===== src/hw/rtl/tblc_pkg.sv =====
package tblc_pkg;

   localparam int TIME_W    = 23;
   localparam int DT_W      = 21;
   localparam int LONG_W    = 20;
   localparam int REPEAT_W  = 18;
   localparam int LEVEL_W   = 5;
   localparam int INTENS_W  = 4;
   localparam int CSR_IDX_W = 2;

   localparam logic [TIME_W-1:0] TIME_SAT = {TIME_W{1'b1}};

   localparam logic [TIME_W-1:0]   IDLE_LIMIT_RST = TIME_W'(1500000);
   localparam logic [TIME_W-1:0]   OFF_HOLD_RST   = TIME_W'(100000);
   localparam logic [LONG_W-1:0]   LONG_PRESS_RST = LONG_W'(400000);
   localparam logic [REPEAT_W-1:0] REPEAT_RST     = REPEAT_W'(200000);

   typedef enum logic [CSR_IDX_W-1:0] {
      CSR_IDLE_LIMIT = 2'd0,
      CSR_OFF_HOLD   = 2'd1,
      CSR_LONG_PRESS = 2'd2,
      CSR_REPEAT     = 2'd3
   } csr_idx_type;

   typedef struct packed {
      logic [TIME_W-1:0]   idle_limit;
      logic [TIME_W-1:0]   off_hold;
      logic [LONG_W-1:0]   long_press;
      logic [REPEAT_W-1:0] repeat_ivl;
      logic [TIME_W-1:0]   cap;
   } csr_type;

   typedef struct packed {
      logic               up;
      logic               down;
      logic [DT_W-1:0]    elapsed;
   } step_in_type;

   typedef struct packed {
      logic [LEVEL_W-1:0] level;
      logic               run;
      logic               pulse;
   } step_out_type;

endpackage


===== src/hw/rtl/tblc_csr.sv =====
module tblc_csr #(
   parameter int LEVEL_MAX = 20
) (
   input  logic                             clock,
   input  logic                             reset,
   input  logic                             csr_we,
   input  logic [tblc_pkg::CSR_IDX_W-1:0]   csr_addr,
   input  logic [tblc_pkg::TIME_W-1:0]      csr_wdata,
   output tblc_pkg::csr_type                csr_o
);
   import tblc_pkg::*;

   localparam logic [LEVEL_W-1:0] LVL_MAX_V = LEVEL_W'(LEVEL_MAX);

   logic [TIME_W-1:0]   idle_limit_ff, off_hold_ff, cap_ff, cap_in;
   logic [LONG_W-1:0]   long_press_ff;
   logic [REPEAT_W-1:0] repeat_ff;
   logic [TIME_W-1:0]   rep_prod;
   logic [TIME_W:0]     cap_sum;

   // cap follows the registers in the next cycle; writes are to come only while idle, which the block does not enforce
   always_comb begin
      rep_prod = TIME_W'(repeat_ff) * TIME_W'(LVL_MAX_V);
      cap_sum  = {1'b0, rep_prod} + (TIME_W+1)'(long_press_ff);
      cap_in   = (cap_sum > (TIME_W+1)'(TIME_SAT)) ? TIME_SAT : cap_sum[TIME_W-1:0];
   end

   always_ff @(posedge clock) begin
      if (reset) begin
         idle_limit_ff <= IDLE_LIMIT_RST;
         off_hold_ff   <= OFF_HOLD_RST;
         long_press_ff <= LONG_PRESS_RST;
         repeat_ff     <= REPEAT_RST;
         cap_ff        <= '0;
      end else begin
         cap_ff <= cap_in;
         if (csr_we) begin
            case (csr_idx_type'(csr_addr))
               CSR_IDLE_LIMIT: idle_limit_ff <= csr_wdata;
               CSR_OFF_HOLD:   off_hold_ff   <= csr_wdata;
               CSR_LONG_PRESS: long_press_ff <= csr_wdata[LONG_W-1:0];
               CSR_REPEAT:     repeat_ff     <= csr_wdata[REPEAT_W-1:0];
               default: ;
            endcase
         end
      end
   end

   assign csr_o.idle_limit = idle_limit_ff;
   assign csr_o.off_hold   = off_hold_ff;
   assign csr_o.long_press = long_press_ff;
   assign csr_o.repeat_ivl = repeat_ff;
   assign csr_o.cap        = cap_ff;

endmodule


===== src/hw/rtl/tblc_step.sv =====
module tblc_step #(
   parameter int LEVEL_MAX = 20
) (
   input  logic                   clock,
   input  logic                   reset,
   input  logic                   fire,
   input  tblc_pkg::csr_type      csr_i,
   input  tblc_pkg::step_in_type  step_i,
   output tblc_pkg::step_out_type step_o
);
   import tblc_pkg::*;

   localparam logic [LEVEL_W-1:0] LVL_MAX_V = LEVEL_W'(LEVEL_MAX);
   localparam logic [LEVEL_W-1:0] LVL_MIN_V = LEVEL_W'(1);

   logic [TIME_W-1:0]  idle_ff, idle_in, up_ff, up_in, dn_ff, dn_in, mark_ff, mark_in;
   logic [LEVEL_W-1:0] level_ff, level_in;
   logic               run_ff, run_in;
   logic [TIME_W:0]    idle_sum, up_sum, dn_sum;
   logic [TIME_W-1:0]  up_sat, dn_sat, held, prior_held;
   logic               active, pulse, act_up, step_lvl;

   always_comb begin
      idle_sum = (TIME_W+1)'(idle_ff) + (TIME_W+1)'(step_i.elapsed);
      up_sum   = (TIME_W+1)'(up_ff) + (TIME_W+1)'(step_i.elapsed);
      dn_sum   = (TIME_W+1)'(dn_ff) + (TIME_W+1)'(step_i.elapsed);
      up_sat   = (up_sum < (TIME_W+1)'(csr_i.cap)) ? up_sum[TIME_W-1:0] : csr_i.cap;
      dn_sat   = (dn_sum < (TIME_W+1)'(csr_i.cap)) ? dn_sum[TIME_W-1:0] : csr_i.cap;
      active   = (idle_sum >= (TIME_W+1)'(csr_i.idle_limit));

      idle_in    = active ? csr_i.idle_limit : idle_sum[TIME_W-1:0];
      up_in      = up_ff;
      dn_in      = dn_ff;
      mark_in    = mark_ff;
      level_in   = level_ff;
      run_in     = run_ff;
      pulse      = 1'b0;
      act_up     = 1'b0;
      held       = '0;
      prior_held = '0;
      step_lvl   = 1'b0;

      if (active) begin
         if (step_i.up) begin
            up_in = up_sat;
         end else if (up_ff != '0) begin
            up_in   = '0;
            mark_in = '0;
         end
         if (step_i.down) begin
            dn_in = dn_sat;
         end else if (dn_ff != '0) begin
            dn_in   = '0;
            mark_in = '0;
         end

         if (up_in != '0 && dn_in != '0) begin
            if (up_in >= csr_i.off_hold && dn_in >= csr_i.off_hold) begin
               pulse   = 1'b1;
               run_in  = 1'b0;
               idle_in = '0;
               up_in   = '0;
               dn_in   = '0;
               mark_in = '0;
            end
         end else if (up_in != '0 || dn_in != '0) begin
            run_in     = 1'b1;
            act_up     = (up_in != '0);
            held       = act_up ? up_in : dn_in;
            prior_held = act_up ? up_ff : dn_ff;
            if (prior_held == '0) begin
               step_lvl = 1'b1;
            end else if (held >= TIME_W'(csr_i.long_press) && held >= mark_in &&
                         (held - mark_in) >= TIME_W'(csr_i.repeat_ivl)) begin
               step_lvl = 1'b1;
               mark_in  = held;
            end
         end
      end

      if (step_lvl) begin
         if (act_up) begin
            if (level_ff < LVL_MAX_V) level_in = level_ff + LEVEL_W'(1);
         end else begin
            if (level_ff > LVL_MIN_V) level_in = level_ff - LEVEL_W'(1);
         end
      end
   end

   always_ff @(posedge clock) begin
      if (reset) begin
         idle_ff  <= '0;
         up_ff    <= '0;
         dn_ff    <= '0;
         mark_ff  <= '0;
         level_ff <= LVL_MIN_V;
         run_ff   <= 1'b1;
      end else if (fire) begin
         idle_ff  <= idle_in;
         up_ff    <= up_in;
         dn_ff    <= dn_in;
         mark_ff  <= mark_in;
         level_ff <= level_in;
         run_ff   <= run_in;
      end
   end

   assign step_o.level = level_in;
   assign step_o.run   = run_in;
   assign step_o.pulse = pulse;

   a_level_range: assert property (@(posedge clock) disable iff (reset)
      level_ff >= LVL_MIN_V && level_ff <= LVL_MAX_V)
      else $error("level out of range");

   a_shutdown_clears: assert property (@(posedge clock) disable iff (reset)
      fire && pulse |=> !run_ff && idle_ff == '0 && up_ff == '0 && dn_ff == '0)
      else $error("shutdown did not clear state");

   a_quiet_holds: assert property (@(posedge clock) disable iff (reset)
      fire && !active |=> up_ff == $past(up_ff) && dn_ff == $past(dn_ff)
                          && level_ff == $past(level_ff))
      else $error("buttons acted during quiet time");

endmodule


===== src/hw/rtl/two_button_level_controller.sv =====
// channel | dir | tdata fields, lowest bit first             | tuser
// req     | in  | elapsed_us[20:0], up_level, down_level, pad | -
// rsp     | out | level[4:0], top_intensity[8:5],             | -
//         |     | run_enabled, shutdown_pulse, pad            |
// csr     | in  | write enable, 2-bit index, 23-bit data      | -
//
// one transaction per cycle sustained while rsp_tready holds; req reaches rsp
// through the input register, then next-state logic into the result register
// the timer/level state updates in the same cycle its transaction leaves
// the input register, so consecutive transactions chain without bubbles
// synchronous reset restores register defaults, level 1 and run enabled
// a stalled rsp holds both stages; req_tready drops only when both are full
module two_button_level_controller #(
   parameter int LEVEL_MAX = 20
) (
   input  logic                           clock,
   input  logic                           reset,
   input  logic                           req_tvalid,
   output logic                           req_tready,
   input  logic [23:0]                    req_tdata,  // elapsed_us, up_level, down_level
   output logic                           rsp_tvalid,
   input  logic                           rsp_tready,
   output logic [15:0]                    rsp_tdata,  // level, top_intensity, run, pulse
   input  logic                           csr_we,
   input  logic [tblc_pkg::CSR_IDX_W-1:0] csr_addr,
   input  logic [tblc_pkg::TIME_W-1:0]    csr_wdata
);
   import tblc_pkg::*;

   localparam int TBL_N = 2 ** LEVEL_W;

   csr_type      csr;
   step_in_type  in_ff;
   step_out_type step_res;
   logic         in_valid_ff, rsp_valid_ff, adv, fire;
   logic [LEVEL_W-1:0]  rsp_level_ff;
   logic [INTENS_W-1:0] rsp_intens_ff;
   logic                rsp_run_ff, rsp_pulse_ff;
   logic [INTENS_W-1:0] intens_tbl [TBL_N];

   for (genvar i = 0; i < TBL_N; i++) begin : g_intens
      localparam int TI = (13 * i + LEVEL_MAX - 1) / LEVEL_MAX - 1;
      assign intens_tbl[i] = INTENS_W'(TI);
   end

   assign adv        = !rsp_valid_ff || rsp_tready;
   assign fire       = in_valid_ff && adv;
   assign req_tready = !in_valid_ff || adv;

   tblc_csr #(.LEVEL_MAX(LEVEL_MAX)) u_csr (
      .clock     (clock),
      .reset     (reset),
      .csr_we    (csr_we),
      .csr_addr  (csr_addr),
      .csr_wdata (csr_wdata),
      .csr_o     (csr)
   );

   tblc_step #(.LEVEL_MAX(LEVEL_MAX)) u_step (
      .clock  (clock),
      .reset  (reset),
      .fire   (fire),
      .csr_i  (csr),
      .step_i (in_ff),
      .step_o (step_res)
   );

   always_ff @(posedge clock) begin
      if (reset) begin
         in_valid_ff  <= 1'b0;
         rsp_valid_ff <= 1'b0;
      end else begin
         if (req_tready) in_valid_ff <= req_tvalid;
         if (adv) rsp_valid_ff <= in_valid_ff;
      end
   end

   always_ff @(posedge clock) begin
      if (req_tvalid && req_tready) begin
         in_ff.elapsed <= req_tdata[DT_W-1:0];
         in_ff.up      <= req_tdata[DT_W];
         in_ff.down    <= req_tdata[DT_W+1];
      end
      if (fire) begin
         rsp_level_ff  <= step_res.level;
         rsp_intens_ff <= intens_tbl[step_res.level];
         rsp_run_ff    <= step_res.run;
         rsp_pulse_ff  <= step_res.pulse;
      end
   end

   assign rsp_tvalid = rsp_valid_ff;
   assign rsp_tdata  = {5'b0, rsp_pulse_ff, rsp_run_ff, rsp_intens_ff, rsp_level_ff};

endmodule

===== config.mk =====
export PLATFORM = sky130hd
export DESIGN_NAME = two_button_level_controller
export DESIGN_NICKNAME = d
export VERILOG_FILES = /design/src/hw/rtl/tblc_pkg.sv /design/src/hw/rtl/tblc_csr.sv /design/src/hw/rtl/tblc_step.sv /design/src/hw/rtl/two_button_level_controller.sv
export SDC_FILE = /design/constraint.sdc
export NUM_CORES = 1
export LEC_CHECK = 0
export CAP_MARGIN = 20
export CORE_MARGIN = 2
export CORE_UTILIZATION = 35
export CTS_CLUSTER_SIZE = 8
export DETAILED_ROUTE_END_ITERATION = 16
export DONT_BUFFER_PORTS = 1
export MAX_ROUTING_LAYER = met4
export PLACE_DENSITY_LB_ADDON = 0.1
export SYNTH_ARGS = -nofsm -noshare
export SYNTH_HDL_FRONTEND = slang
export SYNTH_SLANG_ARGS = --single-unit

===== constraint.sdc =====
create_clock -name clock -period 15.6 [get_ports clock]
set_input_delay 0.78 -clock clock [delete_from_list [all_inputs] [get_ports clock]]
set_output_delay 0.78 -clock clock [all_outputs]
set_load 0.01 [all_outputs]

== After elaboration in Yosys (flattened, before gate mapping) ==
Memories as Yosys holds them, arrays and structs flattened. A register that Yosys moved wholly into a read port is not among the register bits.
Index checks and enable logic that the tools add are counted.
Widths: inputs -> output; s select.

* Bits in registers: 237
* ROM bits: 128
* Bits of input ports: 54
* Output and inout port bits: 18
* Word-level logic and storage cells: 112
* Memories: 1

{| class="wikitable"
|+ Memory list
! memory !! depth !! width !! rd ports !! clocked after memory_dff !! wr ports !! RTL line !! source
|-
| (name not given) || 32 || 4 || 1 || 1 || 0 || two_button_level_controller.sv:86 || <nowiki>rsp_intens_ff <= intens_tbl[step_res.level];</nowiki>
|}

* Add/sub/neg operators: 7
* $mul: 1
* $lt $le $gt $ge: 11
* Equality and inequality tests: 3
* Mux-type cells: 46
* Bitwise logic cells: 1
* Reductions and logical operators: 23

{| class="wikitable"
|+ Operator list
! kind !! number
|-
| $mux 23 || 29
|-
| $reduce_bool 23->1 || 4
|-
| $add 23x21->24 || 3
|-
| $ge 23x23->1 || 3
|-
| $lt 24x23->1 || 2
|-
| $add 23x20->24 || 1
|-
| $ge 24x23->1 || 1
|-
| $gt 24x23->1 const B || 1
|-
| $ge 23x18->1 || 1
|-
| $ge 23x20->1 || 1
|-
| $logic_not 23->1 || 1
|-
| $sub 23x23->23 || 1
|-
| $mul 18x3->21 const B || 1
|-
| $mux 5 || 4
|-
| $mux 1 || 13
|-
| $reduce_and 2->1 || 6
|-
| $logic_and 1x1->1 || 6
|-
| $not 5->6 || 1
|-
| $add 5x1->5 const B || 1
|-
| $gt 5x1->1 const B || 1
|-
| $lt 5x5->1 const B || 1
|-
| $sub 5x1->5 const B || 1
|-
| $eq 2x2->1 const B || 2
|-
| $logic_or 1x1->1 || 3
|-
| other kinds (3) || 4
|}

== Longest topological paths before layout ==
Gate-level depths: netlist of run 1.

* Word-level depth: 17
* Gate-level depth with buffers: 59
* Mapped depth without buffers: 59

== Cells and area by module ==
From an unflattened synthesis of run 1, not the netlist that was laid out.

* Cells, all modules: 2652
* Area total of the unflattened synthesis: 20907.6 um^2

{| class="wikitable"
|+ Modules (own cells, without submodules)
! module !! times used !! cells each !! area an instance (um^2) !! sequential area each (um^2)
|-
| tblc_step || 1 || 1908 || 14171.1 || 1961.9
|-
| tblc_csr || 1 || 653 || 5267.6 || 2142.1
|-
| two_button_level_controller || 1 || 91 || 1468.9 || 1061.0
|}

== Worst setup path before layout of run 1 ==
No wires, ideal clock.

* Kind: register to register
* From: register in_ff[7] (netlist bit)
* To: register rsp_intens_ff[0] (data pin)
* Library setup time: 0.259 ns
* Arrival time: 10.934 ns
* Required time: 15.341 ns
* Slack: 4.407 ns
* Stages on the path, launching flop included: 53
* Path buffers: 3
* Cell sequence: edfxtp_1 -> ha_1 -> clkbuf_1 -> nor2_1 -> or3_1 -> a311o_1 -> a21boi_1 -> o211ai_1 -> mux2i_1 -> ha_1 -> o2111a_1 -> nand4_1 -> nor3_1 -> a221oi_1 -> nand3_1 -> o41a_1 -> nor3_4 -> clkbuf_1 -> (+17 left out) -> a21oi_1 -> o211ai_1 -> nor3_1 -> o21ai_0 -> a311o_1 -> a2111oi_0 -> o21a_1 -> o211ai_1 -> or3_4 -> a21oi_4 -> nor2_1 -> a22oi_1 -> o221a_2 -> inv_1 -> ha_1 -> mux2i_1 -> mux2i_1 -> a211o_1

{| class="wikitable"
|+ RTL lines
! item !! RTL line !! source
|-
| start, declared || two_button_level_controller.sv:33 || <nowiki>step_in_type in_ff;</nowiki>
|-
| end, declared || two_button_level_controller.sv:37 || <nowiki>logic [INTENS_W-1:0] rsp_intens_ff;</nowiki>
|}

==> impl_results.md, run 1 <==
- Outcome: complete, no violations
- Top cells by area, synth: dfxtp_1, ha_1, a21oi_1, nand2_1, edfxtp_1
- Hold Vio Cnt, Final: 0
- Worst path max stage delay: 0.67 ns
- # DRC: 0
- Die area: 59900 µm²
- GRT Total Usage: 26.6%
- Yosys cell types: 96
- Die height: 245 µm
- IO Port Bufs: 0
- Seq/Total Area, Yosys: 25.5%
- PwrDens: 136 nW/µm²
- Total CTS buffers: 37
- Clock buffer depth: 3
- Core box area: 57500 µm²
- Slew HR: 32.6%
- Fillcell total: 6012
- Worst-Skew Late Latency: 0.56 ns
- Setup TNS: 0 ns
- Top cell type's share of synthesized area: 20.4%
- Via count: 18946
- Post-cts gate resize count: 0
- Vias per cell: 5.70
- Asr flop ratio synth: 0%
- Crit path time final: 14.15 ns
- Top-count cell post-synth: nand2_1
- Starting density of the core: 35.3%
- GP Congestion: 0.983
- Max-slew violations: 0
- Final period util: 90.7%
- Ratio of cells with drive above 1 in the final layout: 4.57%
- Synth area leader: dfxtp_1
- Worst Hold Class: in -> reg
- Critical path class: reg -> reg
- Detailed Route Iter0 Violations: 1354
- Max Cap Viol: 0
- Final wirelength: 78200 µm
- H-tree levels: 2
- Worst vdd ir: 91.3 µV
- M1 WL: 36200 µm
- Setup violators final: 0
- Synthesized flop and latch total: 241
- Die X: 245 µm
- CTS Hold Bufs: 0
- I/O pin cnt: 72
- CTS root buffer: clkbuf_16
- RSZ-0062 raised after global routing: no
- Worst-Margin Slew: 1.01 ns
- Mapped Cells: 2586
- First-pass GRT wire length: 117000 µm
- Total global routing overflow: 0
- Req. time, crit path: 15.91 ns
- Syn avg cell area: 7.84 µm²
- Clock sink count: 241
- Post-DP HPWL: 61000 µm
- Hold slack: 0.298 ns
- Routed Antenna Nets: 0
- Row count: 88
- Clock transition at path regs: 0.06 ns
- Post-synth EDFFs: 34
- Routed WL per cell: 23.5 µm
- Worst setup EP type: flop
- Pleak: 0.00944 µW
- Drt first pass iters: 6
- WP data arrival: 14.46 ns
- Final Net Count: 2894
- Mapped cell area: 20300 µm²
- Postcts setup bufs: 0
- CP Max Fanout: 28
- Worst path slowest cell: mux2i_1
- Clock skew: 0.0198 ns
- Top cell by count, worst path: ha_1
- Final Power: 3010 µW
- Largest net degree at the start of global routing: 177
- Max Freq: 70.7 MHz
- Core Util, Final: 38.6%
- Top_reg_cell synth: dfxtp_1
- Syn. warnings: 0
- DR WL met2: 35300 µm
- Vias in the first global route: 18471
- Initial antenna violation count: 2
- CTS tree: yes
- Layout Area Growth over Synthesis: 9.34%
- Top post-synthesis cells by count: nand2_1, ha_1, a21oi_1, dfxtp_1, inv_1
- Max layer used: met4
- Met3 routed WL: 3860 µm
- Setup crit start kind: flop
registers in the layout (all words and copies together), names as in the netlist:
name	cells
rsp_level_ff	5
u_csr.cap_ff	23
u_csr.off_hold_ff	23
in_valid_ff	1
u_step.idle_ff	23
u_step.mark_ff	23
u_csr.repeat_ff	18
u_csr.idle_limit_ff	23
u_step.up_ff	23
in_ff	23
rsp_tvalid	1
u_step.run_ff	1
rsp_run_ff	1
u_step.dn_ff	23
rsp_intens_ff	4
rsp_pulse_ff	1
u_csr.long_press_ff	20
u_step.level_ff	5
placed cells by master (no fill, tap or decap), types with 34 or more instances in the layout:
master | netlist | routed
nand2_1 | 342 | 340
a21o_1 | 69 | 69
nor3_1 | 50 | 50
dfxtp_1 | 207 | 207
o211ai_1 | 49 | 49
a211oi_1 | 40 | 40
nand3_1 | 81 | 81
clkbuf_16 | 0 | 38
edfxtp_1 | 34 | 34
ha_1 | 294 | 294
inv_1 | 200 | 200
o21a_1 | 38 | 38
nor2_1 | 175 | 173
xnor2_1 | 81 | 81
o21ai_0 | 95 | 95
a21oi_1 | 269 | 268
per-stage QoR:
step	cell area [µm²]	worst slack (ns)	instances
2_1_floorplan	20300	4.41	2590
3_3_place_gp	21000	1.87	3263
3_5_place_dp	21000	1.65	3265
4_1_cts	22100	1.58	3321
5_1_grt	22200	0.396	3324
6_report	22200	1.45	3324
power by group:
group          switching (µW)  internal (µW)
clock                     320            470
combinational             927            549
sequential               65.2            676
total                    1310           1700
worst max-delay path, delay by kind of cell, from the launching register on:
| family | cells | cell delay (ns) |
|---|---|---|
| AOI/OAI and AO/OA | 27 | 7.17 |
| and+or+nand+nor | 13 | 2.12 |
| adders and majority gates | 7 | 2.04 |
| muxes | 3 | 0.90 |
| buffers and inverters | 4 | 0.83 |
| DFF | 1 | 0.53 |
| xor gates and xnor gates | 2 | 0.29 |
metal layers:
| layer | global-route usage, % | up-vias |
|---|---|---|
| met1 | 35.2 | 9128 |
| li1 | - | 9227 |
| met4 | 8.95 | 0 |
| met5 | - | - |
| met3 | 3.06 | 124 |
| met2 | 42.2 | 467 |
final timing paths:
check / startpoint / end / slack [ns] / cells past startpoint
setup / recovery: in_ff[0]$_DFFE_PP_ / rsp_intens_ff[0]$_DFFE_PP_ / 1.45 / 56
hold / removal: reset / u_step.idle_ff[4]$_SDFFE_PP0P_ / 0.30 / 1
setup reg to reg: in_ff[0]$_DFFE_PP_ / rsp_intens_ff[0]$_DFFE_PP_ / 1.45 / 56
hold reg to reg: u_csr.off_hold_ff[2]$_SDFFE_PP0P_ / u_csr.off_hold_ff[2]$_SDFFE_PP0P_ / 0.46 / 2
cell type report:
| class | count | area, µm² | area share [%] |
|---|---|---|---|
| inverters | 201 | 754 | 3.40 |
| flip-flops and latches | 241 | 5160 | 23.3 |
| well taps | 765 | 957 | 4.32 |
| clock buffers | 52 | 1020 | 4.62 |
| multi-input cells | 2032 | 13900 | 62.9 |
| repair buffers | 28 | 258 | 1.16 |
| diodes | 1 | 2.50 | 0.0113 |
| clock inverters | 4 | 71.3 | 0.322 |
kinds of logic after synthesis:
| logic type | count (synthesis) | share of synthesized area [%] |
|---|---|---|
| AO/OA/AOI/OAI | 764 | 25.0 |
| AND/OR/NAND/NOR | 829 | 18.8 |
| adder cells (fa/ha/maj) | 301 | 18.7 |
| XOR/XNOR | 112 | 4.87 |
| flip-flops | 241 | 25.5 |
| multiplexers | 21 | 1.05 |
| other | 1 | 0.0185 |
| buffers and inverters | 317 | 6.01 |
Note: power is estimated with default switching activity, not from simulation.
==> inputs of run 2 (changes only) <==
Settings changed: CORE_ASPECT_RATIO set to 2, CTS_CLUSTER_DIAMETER set to 60, MAX_ROUTING_LAYER met4 to not set.
==> run 2 against run 1 <==
Sequential share of layout area about the same; critical path depth unchanged; fmax hardly changed; core utilization grew 0.17 points; first-iteration DRC count shrank 12%; clock skew grew 0.0073 ns; count of clock-buffer cells in the layout shrank 1; combinational power up 3%; flip-flop and latch count stayed put.
==> impl_results.md, run 2 (same netlist as run 1, synthesis figures left out) <==
- Outcome: complete, no violations
- CTS Hold Bufs: 0 (unchanged)
- Clock buffer depth: 3 (unchanged)
- Worst-Margin Slew: 1.03 ns (+0.0243 ns)
- Max-slew violations: 0 (unchanged)
- Dpl cells: 3259 (-0.18%)
- M1 WL: 28300 µm (-22%)
- Slew HR: 31.2% (-1.3 points)
- GRT Total Usage: 27.6% (+1.0 points)
- Vias per cell: 5.77 (+1.2%)
- Die area: 60000 µm² (+0.20%)
- CTS root buffer: clkbuf_16
- Worst setup EP type: flop
- Most frequent cells in the layout: nand2_1, ha_1, a21oi_1
- Die X: 174 µm (-29%)
- Post-DP HPWL: 67500 µm (+11%)
- # DRC: 0 (unchanged)
- Core box area: 57200 µm² (-0.39%)
- Worst-Skew Late Latency: 0.56 ns (about the same)
- Clock skew: 0.0270 ns (+0.00727 ns)
- Layout Area Growth over Synthesis: 9.39% (about the same)
- Area of the multi-input gates: 13900 µm² (about the same)
- Drt first pass iters: 6 (unchanged)
- First-pass GRT wire length: 122000 µm (+4.6%)
- Routed WL per cell: 25.3 µm (+7.6%)
- Diode count: 0 (-1)
- Fillcell total: 5982 (-0.50%)
- Setup violators final: 0 (unchanged)
- Clock sink count: 241 (unchanged)
- Worst Hold Class: in -> reg
- Final wirelength: 83900 µm (+7.4%)
- Worst path max stage delay: 0.87 ns (+0.20 ns)
- Ratio of cells with drive above 1 in the final layout: 4.80% (+0.23 points)
- WP data arrival: 14.46 ns (about the same)
- Total CTS buffers: 38 (+2.7%)
- Clock transition at path regs: 0.05 ns (about the same)
- CP Max Fanout: 9 (-68%)
- Initial antenna violation count: 0 (-2)
- Commonest non-fill, non-tap cell in the layout: nand2_1
- Top cell by count, worst path: o21ai_0
- Die height: 344 µm (+41%)
- Row count: 124 (+41%)
- Max Freq: 70.7 MHz (about the same)
- Crit path time final: 14.15 ns (+0.00652 ns)
- Max Cap Viol: 0 (unchanged)
- Max layer used: met4
- Post-cts gate resize count: 0 (unchanged)
- IO Port Bufs: 0 (unchanged)
- Postcts setup bufs: 0 (unchanged)
- RSZ-0062 raised after global routing: no
- Worst vdd ir: 80.8 µV (-11%)
- PwrDens: 137 nW/µm² (+1.3%)
- Detailed Route Iter0 Violations: 1188 (-12%)
- Hold Vio Cnt, Final: 0 (unchanged)
- I/O pin cnt: 72 (unchanged)
- Via count: 19127 (+0.96%)
- Reg area: 5160 µm² (unchanged)
- H-tree levels: 2 (unchanged)
- Worst path slowest cell: a211oi_1
- Vias in the first global route: 19302 (+4.5%)
- Req. time, crit path: 15.91 ns (about the same)
- Routed Antenna Nets: 0 (unchanged)
- Final Net Count: 2897 (+0.10%)
- CTS tree: yes
- GP Congestion: 1.03 (+5.0%)
- Final period util: 90.7% (about the same)
- Flop-to-flop setup slack: 1.45 ns (about the same)
- Pleak: 0.00946 µW (+0.15%)
- Starting density of the core: 35.4% (+0.14 points)
- Total global routing overflow: 0 (unchanged)
- Largest net degree at the start of global routing: 177 (unchanged)
- Met3 routed WL: 2520 µm (-35%)
- Setup TNS: 0 ns (unchanged)
- Finished Layout Cells: 3317 (-0.21%)
- DR WL met2: 43000 µm (+22%)
- Setup crit start kind: flop
- Critical path class: reg -> reg
run 2: critical path, delay by kind of cell, from the launching register on:
family	cells	cell delay, ns
buffers and inverters	5	0.54
multiplexers	2	0.21
AO/OA/AOI/OAI	32	9.02
adder cells (fa/ha/maj)	6	1.77
flip-flops	1	0.54
XOR/XNOR	2	0.47
AND/OR/NAND/NOR	9	1.29
run 2: path summary, 6_finish.rpt:
kind                                       from                                  to  cells after the start
min reg2reg  u_csr.off_hold_ff[12]$_SDFFE_PP0P_  u_csr.off_hold_ff[12]$_SDFFE_PP0P_                      2
max                          in_ff[4]$_DFFE_PP_          rsp_intens_ff[0]$_DFFE_PP_                     56
min                                       reset             rsp_tvalid$_SDFFE_PP0P_                      1
max reg2reg                  in_ff[4]$_DFFE_PP_          rsp_intens_ff[0]$_DFFE_PP_                     56
run 2: power by group:
group / internal [µW] / leakage (µW) / switching [µW]
registers: 677 / 0.00202 / 63.0
clock network: 466 / 0.000544 / 325
logic: 551 / 0.00690 / 968
total: 1690 / 0.00946 / 1360
run 2: cell type report:
type	instances	share of cell area, %
Clock inverter	6	0.350
Multi-Input combinational cell	2032	62.9
Tap cell	756	4.26
Timing Repair Buffer	30	1.14
Clock buffer	51	4.69
Inverter	201	3.40
Sequential cell	241	23.3
run 2: metrics by stage:
stage          cell area [µm²]  hold slack (ns)  util [%]  worst slack, ns  total power [µW]
4_1_cts                  22200            0.276      38.7             1.60              3060
5_1_grt                  22200            0.286      38.8            0.812              3240
6_report                 22200            0.300      38.8             1.45              3050
3_5_place_dp             21000            0.445      36.8             1.71              2250
2_1_floorplan            20300            0.436         -             4.41              1770
3_3_place_gp             21000            0.441      36.7             1.93              2240
run 2: layer usage:
metal  global-route usage (%)  up-vias
met1                     25.9     9133
met3                     2.41      246
li1                         -     9221
met5                        0        -
met2                     51.3      527
met4                     28.2        0
